===== src/hdl/dlc_pkg.sv =====
// ----------------------------------------------------------------------------
// dlc_pkg: shared types and constants of the direct lag correlator
// Item layouts, action codes, status codes and register indexes.
// ----------------------------------------------------------------------------
package dlc_pkg;

  localparam int ACTION_BITS = 2;
  localparam int FIELD_BITS  = 16;  // width of the sample fields of an input item
  localparam int LAG_BITS    = 10;
  localparam int LIMIT_BITS  = 11;  // origin_limit and origins_used
  localparam int ACC_BITS    = 64;  // accumulator wraps modulo 2^64
  localparam int QUOT_BITS   = 32;  // Q2.30 average
  localparam int CFG_BITS    = 11;  // widest register
  localparam int CFG_IDX_BITS = 1;

  typedef enum logic [ACTION_BITS-1:0] {
    ACT_APPEND = 2'd0,
    ACT_QUERY  = 2'd1,
    ACT_CLEAR  = 2'd2,
    ACT_NONE   = 2'd3
  } action_t;

  typedef enum logic {
    STATUS_OK        = 1'b0,
    STATUS_LAG_RANGE = 1'b1
  } status_t;

  typedef enum logic [CFG_IDX_BITS-1:0] {
    REG_CROSS_MODE   = 1'b0,
    REG_ORIGIN_LIMIT = 1'b1
  } reg_idx_t;

  typedef struct packed {
    logic [ACTION_BITS-1:0]      action;
    logic signed [FIELD_BITS-1:0] sample_a;
    logic signed [FIELD_BITS-1:0] sample_b;
    logic [LAG_BITS-1:0]         lag;
  } in_item_t;

  typedef struct packed {
    logic signed [QUOT_BITS-1:0] average;
    logic [LIMIT_BITS-1:0]       origins_used;
    logic                        status;
  } out_item_t;

endpackage


===== src/hdl/dlc_divider.sv =====
// ----------------------------------------------------------------------------
// dlc_divider: signed-by-unsigned restoring divider
// One quotient bit per cycle over the accumulator width; truncates toward zero.
// ----------------------------------------------------------------------------
module dlc_divider #(
  parameter int DIV_BITS = 11
) (
  input  logic                                clk,
  input  logic                                rst,
  input  logic                                start,
  input  logic signed [dlc_pkg::ACC_BITS-1:0] dividend,
  input  logic [DIV_BITS-1:0]                 divisor,
  output logic                                done,
  output logic [dlc_pkg::QUOT_BITS-1:0]       quotient
);

  import dlc_pkg::*;

  localparam int STEP_BITS = $clog2(ACC_BITS);

  logic                  running;
  logic [STEP_BITS-1:0]  step;
  logic                  neg;
  logic [DIV_BITS-1:0]   dvs;
  logic [DIV_BITS-1:0]   rem;
  logic [ACC_BITS-1:0]   q;

  logic [DIV_BITS:0]     shifted;
  logic                  ge;
  logic [DIV_BITS-1:0]   rem_next;
  logic [ACC_BITS-1:0]   q_next;
  logic [ACC_BITS-1:0]   mag;

  assign mag = dividend[ACC_BITS-1] ? (-dividend) : dividend;

  always_comb begin
    shifted  = {rem, q[ACC_BITS-1]};
    ge       = shifted >= {1'b0, dvs};
    rem_next = ge ? DIV_BITS'(shifted - {1'b0, dvs}) : DIV_BITS'(shifted);
    q_next   = {q[ACC_BITS-2:0], ge};
  end

  always_ff @(posedge clk) begin
    if (rst) begin
      running <= 1'b0;
      done    <= 1'b0;
      step    <= '0;
    end else begin
      done <= 1'b0;
      if (start) begin
        running <= 1'b1;
        step    <= '0;
        neg     <= dividend[ACC_BITS-1];
        dvs     <= divisor;
        rem     <= '0;
        q       <= mag;
      end else if (running) begin
        rem  <= rem_next;
        q    <= q_next;
        step <= step + 1'b1;
        if (step == STEP_BITS'(ACC_BITS - 1)) begin
          running  <= 1'b0;
          done     <= 1'b1;
          quotient <= neg ? (-q_next[QUOT_BITS-1:0]) : q_next[QUOT_BITS-1:0];
        end
      end
    end
  end

endmodule

===== config.mk =====
export PLATFORM = sky130hd
export DESIGN_NAME = dlc_divider
export DESIGN_NICKNAME = d
export VERILOG_FILES = /design/src/hdl/dlc_pkg.sv /design/src/hdl/dlc_divider.sv
export SDC_FILE = /design/constraint.sdc
export NUM_CORES = 1
export LEC_CHECK = 0
export ABC_AREA = 1
export BUFFER_PORTS_ARGS = -buffer_cell sky130_fd_sc_hd__buf_2
export CORE_MARGIN = 4
export CORE_UTILIZATION = 35
export CTS_BUF_LIST = sky130_fd_sc_hd__clkbuf_4 sky130_fd_sc_hd__clkbuf_8
export CTS_CLUSTER_DIAMETER = 80
export DETAILED_ROUTE_END_ITERATION = 10
export SETUP_SLACK_MARGIN = 0.1
export SYNTH_ARGS = -nofsm -noshare
export SYNTH_HDL_FRONTEND = slang
export SYNTH_SLANG_ARGS = --single-unit

===== constraint.sdc =====
create_clock -name clk -period 12.6 [get_ports clk]
set_input_delay 0.63 -clock clk [delete_from_list [all_inputs] [get_ports clk]]
set_output_delay 0.63 -clock clk [all_outputs]
set_load 0.01 [all_outputs]

# Word level (Yosys, flattened, before mapping)
# Index checks and enable logic that the tools add are counted.
[classes]
bitwise = 3
reduce_logical = 6
n_eq_ne = 1
add_sub_neg = 4
n_lt_le_gt_ge = 1
muxes = 10
[op_table]
columns = ["operator", "count"]
rows = [
  ["$mux 64", 3],
  ["$neg 64->64", 1],
  ["$mux 32", 1],
  ["$neg 32->32", 1],
  ["$mux 11", 2],
  ["$ge 12x11->1", 1],
  ["$sub 11x11->11", 1],
  ["$add 6x1->6 const B", 1],
  ["$eq 6x6->1 const B", 1],
  ["$mux 1", 4],
  ["$reduce_and 2->1", 2],
  ["$reduce_and 4->1", 1],
  ["$not 1->1", 3],
  ["$reduce_or 3->1", 1],
  ["$reduce_bool 2->1", 1],
  ["$reduce_or 2->1", 1],
]
[totals]
out_inout_bits = 33
ff_bits = 127

# Longest topological paths before layout
# Gate-level depths: netlist (run 1).
[depth]
ltp_word = 4
depth_mapped = 18

# Worst setup path after synthesis (run 1)
# Ideal clock, no wire load.
[synth_timing]
kind = "input port to flip-flop"
from = "input port start"
to = "register q[0] (enable)"
n_path_buf = 2
t_required_ps = 12066
slack_ps = 7311
cell_stages = 4
arrival_ps = 4756
path_cell_list = "inv_1 clkbuf_1 clkbuf_1 a21oi_1"
[synth_between]
elab_chain_cells = 2
[synth_rtl]
columns = ["element", "line_no", "text"]
rows = [
  ["start, declared", "dlc_divider.sv:10", "input logic start,"],
  ["$reduce_bool 2->1 (no source line)", "--", ""],
  ["$reduce_and 2->1 (no source line)", "--", ""],
  ["end signal, assigned", "dlc_divider.sv:56", "q <= mag;"],
  ["end signal, assigned", "dlc_divider.sv:59", "q <= q_next;"],
  ["end, declared", "dlc_divider.sv:26", "logic [ACC_BITS-1:0] q;"],
]
# No other way between the ends.
# A chain may end at the register's enable or synchronous reset.

# Final worst setup path (run 1)
[layout_timing]
from = "register q[63]"
to = "register quotient[28] in the netlist's numbering (data pin)"
[layout_between]
elab_chain_cells = 3
[layout_rtl]
columns = ["element", "line_no", "text"]
rows = [
  ["$ge 12x11->1", "dlc_divider.sv:38", "ge = shifted >= {1'b0, dvs};"],
  ["$neg 32->32", "dlc_divider.sv:64", "quotient <= neg ? (-q_next[QUOT_BITS-1:0]) : q_next[QUOT_BITS-1:0];"],
  ["$mux 32", "dlc_divider.sv:64", ""],
  ["end signal, assigned", "dlc_divider.sv:64", ""],
  ["end, declared", "dlc_divider.sv:14", "output logic [dlc_pkg::QUOT_BITS-1:0] quotient"],
]
# No other way between the ends.

==> results of run 1 <==
-- worst max-delay path by stage --
stage,endpoint,cells past startpoint
after global routing,quotient[22]$_DFFE_PP_,18
after CTS,quotient[22]$_DFFE_PP_,18
after detailed placement,q[13]$_DFFE_PP_,9
after global placement,q[13]$_DFFE_PP_,9
after floorplan,q[0]$_DFFE_PP_,4
final,quotient[28]$_DFFE_PP_,15
-- routing by layer --
metal | part of all wire | GRT usage | wire length, um
met1 | 0.45 | 0.2402 | 10770
met3 | 0.062 | 0.02929 | 1485
met4 | 0.022 | 0.06374 | 526
met2 | 0.47 | 0.2873 | 11170
met5 | 0 | 0 | 0
-- through the flow --
stage | instance area (um2) | instances | hold WS [ns]
3_5_place_dp | 9575 | 1592 | 0.4572
5_1_grt | 10030 | 1624 | 0.3031
6_report | 10030 | 1624 | 0.3359
3_3_place_gp | 9575 | 1592 | 0.4507
2_1_floorplan | 8691 | 1181 | 0.4386
4_1_cts | 10020 | 1623 | 0.3056
-- sequential cells by signal (all words and copies together) (netlist names) --
name      flops
dvs          11
rem          11
running       1
neg           1
done          1
step          6
q            64
quotient     32
-- cells in the final DEF, fill, tap and decap left out, types with 6 or more instances in the layout --
cell type  Yosys  layout
buf_4          1       6
nand2_1      383     383
edfxtp_1     119     119
a31oi_1       12      12
nand3_1       79      79
clkbuf_8       0      17
nand3b_1       9       9
dfxtp_1        8       8
nor2_1       190     189
a21oi_1       19      18
ha_1          14      14
nand4_1       14      14
buf_2          8     110
nor3_1        12      12
nor2_2         8       9
nand2_2       10      10
xor2_1        41      41
o21ai_0       73      73
xnor2_1       11      11
o21ai_1        6       6
inv_1        102     101
-- power by group --
part,switching [W],internal [W],total (W)
Combinational,0.000128,0.0000657,0.000194
Clock,0.000177,0.000234,0.000411
Sequential,0.0000128,0.000493,0.000506
Total,0.000318,0.000793,0.00111
-- final cells by class --
type	instances	area (um2)
clock buffers	17	234.0
clock inverters	14	215.2
well taps	324	405.4
fillers	2585	14360
flip-flops and latches	127	3734
multi-input cells	919	4442
repair buffers	116	595.6
inverters	106	399.1
diodes	1	2.502
-- cells in the mapped netlist (2+ instances only) --
| cell type | n | area (um2) |
|---|---|---|
| ha_1 | 14 | 175.2 |
| o21ai_0 | 73 | 365.4 |
| clkbuf_1 | 19 | 71.32 |
| inv_2 | 2 | 7.510 |
| o21ai_1 | 6 | 30.03 |
| xnor2_1 | 11 | 96.34 |
| nor2_1 | 190 | 713.2 |
| nand3b_1 | 9 | 67.56 |
| nand2_1 | 383 | 1438 |
| nand4_2 | 2 | 25.02 |
| a21oi_1 | 19 | 95.09 |
| nand4_1 | 14 | 87.58 |
| a31oi_1 | 12 | 75.07 |
| nor2_4 | 4 | 45.04 |
| nand3_2 | 3 | 30.03 |
| nor2_2 | 8 | 50.05 |
| o31ai_1 | 2 | 15.01 |
| edfxtp_1 | 119 | 3573 |
| xor2_1 | 41 | 359.1 |
| inv_1 | 102 | 382.9 |
| nor3_1 | 12 | 60.06 |
| nand2_4 | 2 | 22.52 |
| buf_2 | 8 | 40.04 |
| o21ai_2 | 3 | 26.28 |
| nand3_1 | 79 | 395.4 |
| dfxtp_1 | 8 | 160.2 |
| o211ai_1 | 3 | 22.52 |
| or2_2 | 4 | 25.02 |
| a21o_1 | 3 | 22.52 |
| nand2_2 | 10 | 62.56 |
| or2_0 | 2 | 12.51 |
-- critical path: stages, from the launching register on --
cell and delay, ns:
edfxtp_1 0.42, inv_1 0.08, ha_1 0.18, fa_1 0.23
inv_1 0.07, nand2_1 0.05, nand2_1 0.08, nand2_2 0.12
a21oi_2 0.09, nor2_4 0.22, ha_1 0.23, nand3_2 0.12
nor3_1 0.47, a31oi_1 0.13, o21ai_0 0.15, o21ai_0 0.09
-- cells by family (layout without fill, tap and decap cells) --
logic type / count (synthesis) / after routing / synth area share
buf+inv: 135 / 253 / 0.06090
compound gates: 125 / 125 / 0.07961
fa+ha+maj: 15 / 15 / 0.02246
xor+xnor: 52 / 52 / 0.05240
simple gates: 727 / 727 / 0.3550
other cells: 0 / 1 / 0
flops: 127 / 127 / 0.4296
==> results_dict.tcl, run 1 <==
set metrics [dict create \
    remaining_drc_errors 0 \
    rr_endpoint "quotient[28]$_DFFE_PP_" \
    crit_path_max_fanout 7 \
    worst_setup_path_end_kind "register" \
    detail_route.wl_per_cell_um 14.75 \
    fmax_mhz 335.5 \
    synth_seq_cells 127 \
    ioPinCount 111 \
    final_nets 1380 \
    rows 57 \
    r2r_start "q[63]$_DFFE_PP_" \
    gp_congestion 0.9411 \
    clkSinkCount 127 \
    crit_type "register to register" \
    final_util 0.4111 \
    status "completed" \
    synthCells 1181 \
    grt_max_degree 67 \
    drt_iter0_drc 674 \
    yosysSeqAreaShare 0.4296 \
    worst_pin_slew_ns 1.120 \
    wl_um 23960 \
    cts.clk_slew.worst_paths_ns 0.08 \
    ff2ff_path_depth 15 \
    cts_tree "built" \
    post_cts_buffers 0 \
    avgSynthCellArea_um2 7.359 \
    yosysWarningCount 0 \
    ir_drop_mv 0.05258 \
    syn_area_mm2 0.008691 \
    grt_usage 0.1774 \
    antenna_found_initial 1 \
    cts_resized 0 \
    fin_setup_tns_ns 0 \
    die_area_mm2 0.02742 \
    slew_viol_final 0 \
    die_w_um 165.6 \
    initial_core_util 0.3563 \
    pre_cts_ws_ns 9.424 \
    drive_above_1_share 0.1470 \
    hold_buffers 0 \
    p_leak_nw 4.215 \
    hp-start "divisor[7]" \
    cts_buffer_depth 2 \
    core-area_mm2 0.02439 \
    holdPathStages 1 \
    rsz0062_at_grt "no" \
    cp.required_ns 12.80 \
    syn_nets 1274 \
    dr.pass1.iters 5 \
    synth_edf_count 119 \
    drtAntennaViolNets 0 \
    relSlewSlack 0.2531 \
    cap_violations 0 \
    die_h_um 165.6 \
    powerDensity_mw_per_mm2 110.8 \
    clkLatencyLatePin_ns 0.46 \
    grt_pass1_wl_um 37590 \
    startpoint_type "register" \
    grt-ovfl-total 0 \
    cts_made_buffers 17 \
    async_reset_ff_frac 0 \
    setup_viol 0 \
    finalCritPeriodShare 0.2366 \
    syn_to_final_growth_pct 15.38 \
    via_per_inst 4.868 \
    fin_ws_ns 9.619 \
    h-tree-depth 4 \
    hold_violations 0 \
    numPortBuffers 110 \
    r2r_slack_ns 9.62 \
    p_total_w 0.001111 \
    min_to "dvs[7]$_DFFE_PP_" \
    fin_crit_ns 2.981 \
    clockRootBuffer "clkbuf_8" \
    cp-startpoint "q[63]$_DFFE_PP_" \
    fin_skew_ns 0.01291 \
    grt_pass1_vias 7335 \
    synthFlopType "edfxtp_1" \
    vias 7905 \
    min_path_type "input pin to register" \
    hpwl_um 18560 \
    synthDistinctLibCells 45 \
    critPathArrivalTime_ns 3.18 \
]
Power figures use the tool's default switching activity.
==> run 2: changes to the inputs <==
Clock period 12.6 ns to 2.75 ns, I/O delays scaled along.
==> run 2 against run 1 <==
Cell count increased by 2.0%. Sequential power increased to 4.6 times the previous value. Worst hold slack got worse by 0.27 ns. Global-route usage increased by 0.79 points. Clock power increased to 4.4 times the previous value. Die area unchanged. Clock-buffer cell count increased by 1. Combinational power increased to 5.2 times the previous value. Design area increased by 4.3%. Largest cell class unchanged.
==> results_dict.tcl, run 2 (synthesis results as in run 1) <==
set metrics [dict create \
    ir_drop_mv 0.2403 \
    crit_path_frequent_cell "nand2_2" \
    hold_violations 0 \
    worst_setup_path_end_kind "register" \
    vias 8028 \
    core-area_mm2 0.02439 \
    critPathArrivalTime_ns 2.78 \
    reg_top3 "q x64, quotient x32" \
    fin_crit_ns 2.570 \
    fmax_mhz 389.0 \
    grt_max_degree 57 \
    drt_iter0_drc 543 \
    status "completed" \
    final_nets 1412 \
    grt-ovfl-total 0 \
    whs_ns 0.06314 \
    grt_pass1_vias 7702 \
    p_int_w 0.003634 \
    crit_slowest_cell "edfxtp_1" \
    antenna_found_initial 2 \
    slew_viol_final 0 \
    clkLatencyLatePin_ns 0.47 \
    fin_skew_ns 0.01320 \
    wl_um 24880 \
    p_sw_w 0.001502 \
    fin_setup_tns_ns 0 \
    die_w_um 165.6 \
    ioPinCount 111 \
    crit_type "register to register" \
    detail_route.wl_per_cell_um 15.01 \
    holdPathStages 4 \
    syn_to_final_growth_pct 20.36 \
    hp-start "dividend[53]" \
    min_path_type "input pin to register" \
    num-fill-cells 2605 \
    cts_tree "built" \
    grt_pass1_wl_um 39450 \
    via_per_inst 4.845 \
    remaining_drc_errors 0 \
    rr_endpoint "quotient[28]$_DFFE_PP_" \
    clkSinkCount 127 \
    startpoint_type "register" \
    pwr-share-clk 0.352 \
    cts_made_buffers 17 \
    rows 57 \
    relSlewSlack 0.5820 \
    p_leak_nw 4.383 \
    ff2ff_path_depth 16 \
    crit_chain "inv_2, ha_4, fa_2, inv_2, nand2_2, nand2_2, nand2_2, a21oi_4, nor2_4, ha_4, nand3_4, buf_4, nor3_2, a31oi_1, o21ai_0, o21ai_0" \
    crit_path_max_fanout 3 \
    p_sw_frac 0.2925 \
    drive_above_1_share 0.1772 \
    r2r_slack_ns 0.18 \
    finalCritPeriodShare 0.9347 \
    h-tree-depth 4 \
    powerDensity_mw_per_mm2 491.0 \
    grt_usage 0.1853 \
    final_util 0.4289 \
    cap_violations 0 \
    worst_pin_slew_ns 0.6270 \
    cts.clk_slew.worst_paths_ns 0.08 \
    cts_buffer_depth 2 \
    min_to "q[53]$_DFFE_PP_" \
    hpwl_um 19090 \
    r2r_start "q[63]$_DFFE_PP_" \
    numPortBuffers 110 \
    gp_congestion 0.9227 \
    cpPeakStageDelay_ns 0.40 \
    rsz0062_at_grt "yes" \
    cp.required_ns 2.96 \
    dr.pass1.iters 5 \
    die_h_um 165.6 \
    die_area_mm2 0.02742 \
    comb_power_share 0.195 \
    largest_reg_flops 64 \
    power_frac_seq 0.452 \
    initial_core_util 0.3563 \
    drtAntennaViolNets 0 \
    final_common_cell "nand2_1" \
    layout_common_cells "377 x nand2_1, 188 x nor2_1, 119 x edfxtp_1, 110 x buf_2, 97 x inv_1" \
    setup_viol 0 \
    clockRootBuffer "clkbuf_8" \
    top_register "q" \
]
-- run 2: timing repair --
item	in CTS	in global routing
endpoints found under the setup margin	8	11
hold endpoints to repair	12	0
hold buffers	12	0
pin swaps	1	9
gates resized for setup	10	23
buffers inserted	0	9
-- run 2: final cells by class --
type	count	area (um2)	share of cell area
flip-flops and latches	127	3734	0.3569
clock buffers	18	241.5	0.02309
diodes	1	2.502	0.0002392
inverters	106	399.1	0.03816
well taps	324	405.4	0.03876
multi-input cells	919	4609	0.4407
clock inverters	14	190.2	0.01818
repair buffers	148	878.3	0.08397
-- run 2: power groups by stage --
stage | clock network, W | logic (W) | registers (W)
after CTS | 0.00185 | 0.000955 | 0.00232
final | 0.00181 | 0.00100 | 0.00232
after floorplan | 0 | 0.000630 | 0.00234
after global routing | 0.00194 | 0.00114 | 0.00233
after global placement | 0 | 0.000925 | 0.00236
after detailed placement | 0 | 0.000932 | 0.00236
-- run 2: layer usage --
metal  routed length [um]  vias up  global-route usage
met3                 1076       40             0.03202
met5                    9        -                   0
met2                11620      177              0.3014
met4                  707        2             0.07049
li1                     -     4141                   -
met1                11460     3668              0.2473
-- run 2: worst max-delay path by stage --
stage                               startpoint                endpoint  slack, ns  depth (start not counted)
after floorplan           step[1]$_SDFFE_PN0P_   quotient[0]$_DFFE_PP_       0.15                          5
after global placement        dvs[0]$_DFFE_PP_  quotient[24]$_DFFE_PP_       0.03                         17
after detailed placement      dvs[0]$_DFFE_PP_  quotient[24]$_DFFE_PP_      -0.03                         17
after CTS                      q[63]$_DFFE_PP_  quotient[22]$_DFFE_PP_        0.1                         18
after global routing          dvs[5]$_DFFE_PP_  quotient[22]$_DFFE_PP_      0.007                         18
final                          q[63]$_DFFE_PP_  quotient[28]$_DFFE_PP_       0.18                         16
-- run 2: per-stage QoR --
| stage | power [W] | std cells | cell area (um2) | worst slack, ns |
|---|---|---|---|---|
| global placement | 0.003281 | 1603 | 9671 | 0.02519 |
| CTS | 0.005124 | 1647 | 10260 | 0.09541 |
| floorplan | 0.002971 | 1181 | 8702 | 0.1456 |
| global route | 0.005410 | 1657 | 10460 | 0.007080 |
| finish | 0.005136 | 1657 | 10460 | 0.1796 |
| detailed placement | 0.003291 | 1603 | 9671 | -0.03262 |
-- run 2: worst max-delay path: cells and delay by family, from the launching register on --
kind                     cells  cell delay, ns
AND/OR/NAND/NOR              6            0.69
adder cells (fa/ha/maj)      3            0.52
AO/OA/AOI/OAI                4            0.41
flip-flops                   1            0.40
buffers and inverters        3            0.30
==> run 3: changes to the inputs <==
Settings changed: BUFFER_PORTS_ARGS -buffer_cell sky130_fd_sc_hd__buf_2 to -buffer_cell sky130_fd_sc_hd__clkbuf_2.
==> run 3 against run 2 <==
Critical path depth rose by 2. Design area is 0.78% lower. Sequential share of layout area up 0.28 points. First-iteration DRC count rose by 20%. Combinational power about the same. Register-to-register slack improved by 0.05 ns. Wire length decreased by 0.74%.
==> results_dict.tcl, run 3 (synthesis results as in run 1) <==
set metrics [dict create \
    ir_drop_mv 0.2893 \
    worst_pin_slew_ns 0.8238 \
    hold_violations 0 \
    grt_usage 0.1821 \
    cts_buffer_depth 2 \
    worst_setup_path_end_kind "register" \
    die_h_um 165.6 \
    finalCritPeriodShare 0.9165 \
    remaining_drc_errors 0 \
    setup_viol 0 \
    grt_max_degree 50 \
    min_path_type "input pin to register" \
    slew_viol_final 0 \
    cts.clk_slew.worst_paths_ns 0.08 \
    numPortBuffers 110 \
    initial_core_util 0.3563 \
    cts_made_buffers 17 \
    final_util 0.4255 \
    cts_tree "built" \
    crit_type "register to register" \
    wl_um 24690 \
    whs_ns 0.05664 \
    crit_slowest_cell "edfxtp_1" \
    met1_usage 0.2396 \
    grt_pass1_vias 7522 \
    gp_congestion 0.9238 \
    powerDensity_mw_per_mm2 474.9 \
    p_total_w 0.004929 \
    drive_above_1_share 0.1736 \
    clkLatencyLatePin_ns 0.46 \
    fin_setup_tns_ns 0 \
    syn_to_final_growth_pct 19.42 \
    antenna_found_initial 2 \
    use_met2 0.2971 \
    final_common_cell "nand2_1" \
    top_register "q" \
    layout_common_cells "378 x nand2_1, 188 x nor2_1, 119 x edfxtp_1, 110 x clkbuf_2, 97 x inv_1" \
    hpwl_um 19130 \
    clockRootBuffer "clkbuf_8" \
    core-area_mm2 0.02439 \
    vias 8077 \
    fmax_mhz 396.8 \
    grt.busiest_layer "met2" \
    cp_top_family "simple AND/OR/NAND/NOR gates" \
    final_nets 1411 \
    die_w_um 165.6 \
    relSlewSlack 0.4508 \
    fin_crit_ns 2.520 \
    placed_cells 1604 \
    clkSinkCount 127 \
    crit_path_max_fanout 4 \
    h-tree-depth 4 \
    fin_skew_ns 0.01394 \
    crit_chain "inv_2, ha_4, fa_2, inv_2, nand2_2, nand2_2, nand2_2, a21oi_4, nor2_4, ha_4, nand3_4, nor2_4, nand2_4, nor2_4, nand2_1, nand2_2, o21ai_2, xor2_1" \
    largest_reg_flops 64 \
    detail_route.wl_per_cell_um 14.91 \
    p_leak_nw 4.375 \
    ioPinCount 111 \
    dr.pass1.iters 5 \
    die_area_mm2 0.02742 \
    rsz0062_at_grt "yes" \
    drtAntennaViolNets 0 \
    reg_top3 "q x64, quotient x32" \
    met3_usage 0.03624 \
    status "completed" \
    critPathBufInv 2 \
    grt-ovfl-total 0 \
    grt_pass1_wl_um 38720 \
    rows 57 \
    cap_violations 0 \
    cpPeakStageDelay_ns 0.40 \
    via_per_inst 4.877 \
    critPathArrivalTime_ns 2.72 \
    cp.required_ns 2.95 \
    startpoint_type "register" \
    final_cells 1656 \
    drt_iter0_drc 652 \
    crit_path_frequent_cell "nand2_2" \
]
run 3: cell count changes in the layout (fill, tap and decap cells not counted), sizes merged:
cell and delta:
buf -111, bufinv -2, clkbuf +109, clkinv -1, clkinvlp +2, inv +2
run 3: path summary, 6_finish.rpt:
check | endpoint | slack [ns] | cells after the start | from
setup / recovery | quotient[22]$_DFFE_PP_ | 0.23 | 18 | q[63]$_DFFE_PP_
hold / removal | q[53]$_DFFE_PP_ | 0.06 | 4 | dividend[53]
setup reg to reg | quotient[22]$_DFFE_PP_ | 0.23 | 18 | q[63]$_DFFE_PP_
hold reg to reg | step[5]$_SDFFE_PN0P_ | 0.46 | 2 | step[5]$_SDFFE_PN0P_
run 3: metrics by stage:
stage	setup slack, ns	instance area (um2)
2_1_floorplan	0.1456	8702
3_3_place_gp	0.03697	9678
3_5_place_dp	-0.01762	9678
4_1_cts	0.1233	10210
5_1_grt	0.07756	10380
6_report	0.2295	10380
run 3: where the power goes:
part	switching, W	internal [W]
clock network	0.000822	0.000797
registers	0.0000675	0.00226
logic	0.000615	0.000368
total	0.00150	0.00342
run 3: cell type report:
cell class / instances / area (um2)
multi-input combinational: 919 / 4591
inverter: 106 / 399.1
tap: 324 / 405.4
clock buffer: 17 / 234.0
antenna: 1 / 2.502
clock inverter: 15 / 142.6
fill: 2579 / 14010
timing repair buffer: 147 / 870.8
sequential: 127 / 3734
run 3: worst min-delay path, delay by kind of cell:
kind	cells	cell delay [ns]
buffers and inverters	1	0.10
AND/OR/NAND/NOR	3	0.17
run 3: metal layers:
metal	part of all wire	routed length [um]
met2	0.47	11490
met3	0.055	1346
met5	0.00032	8
met1	0.45	11050
met4	0.032	796
run 3: what timing repair did:
item | in CTS | in global routing
endpoints found under the setup margin | 10 | 11
gates resized for setup | 7 | 24
hold buffers | 12 | 0
pin swaps | 2 | 9
buffers inserted | 1 | 6
hold endpoints to repair | 12 | 0
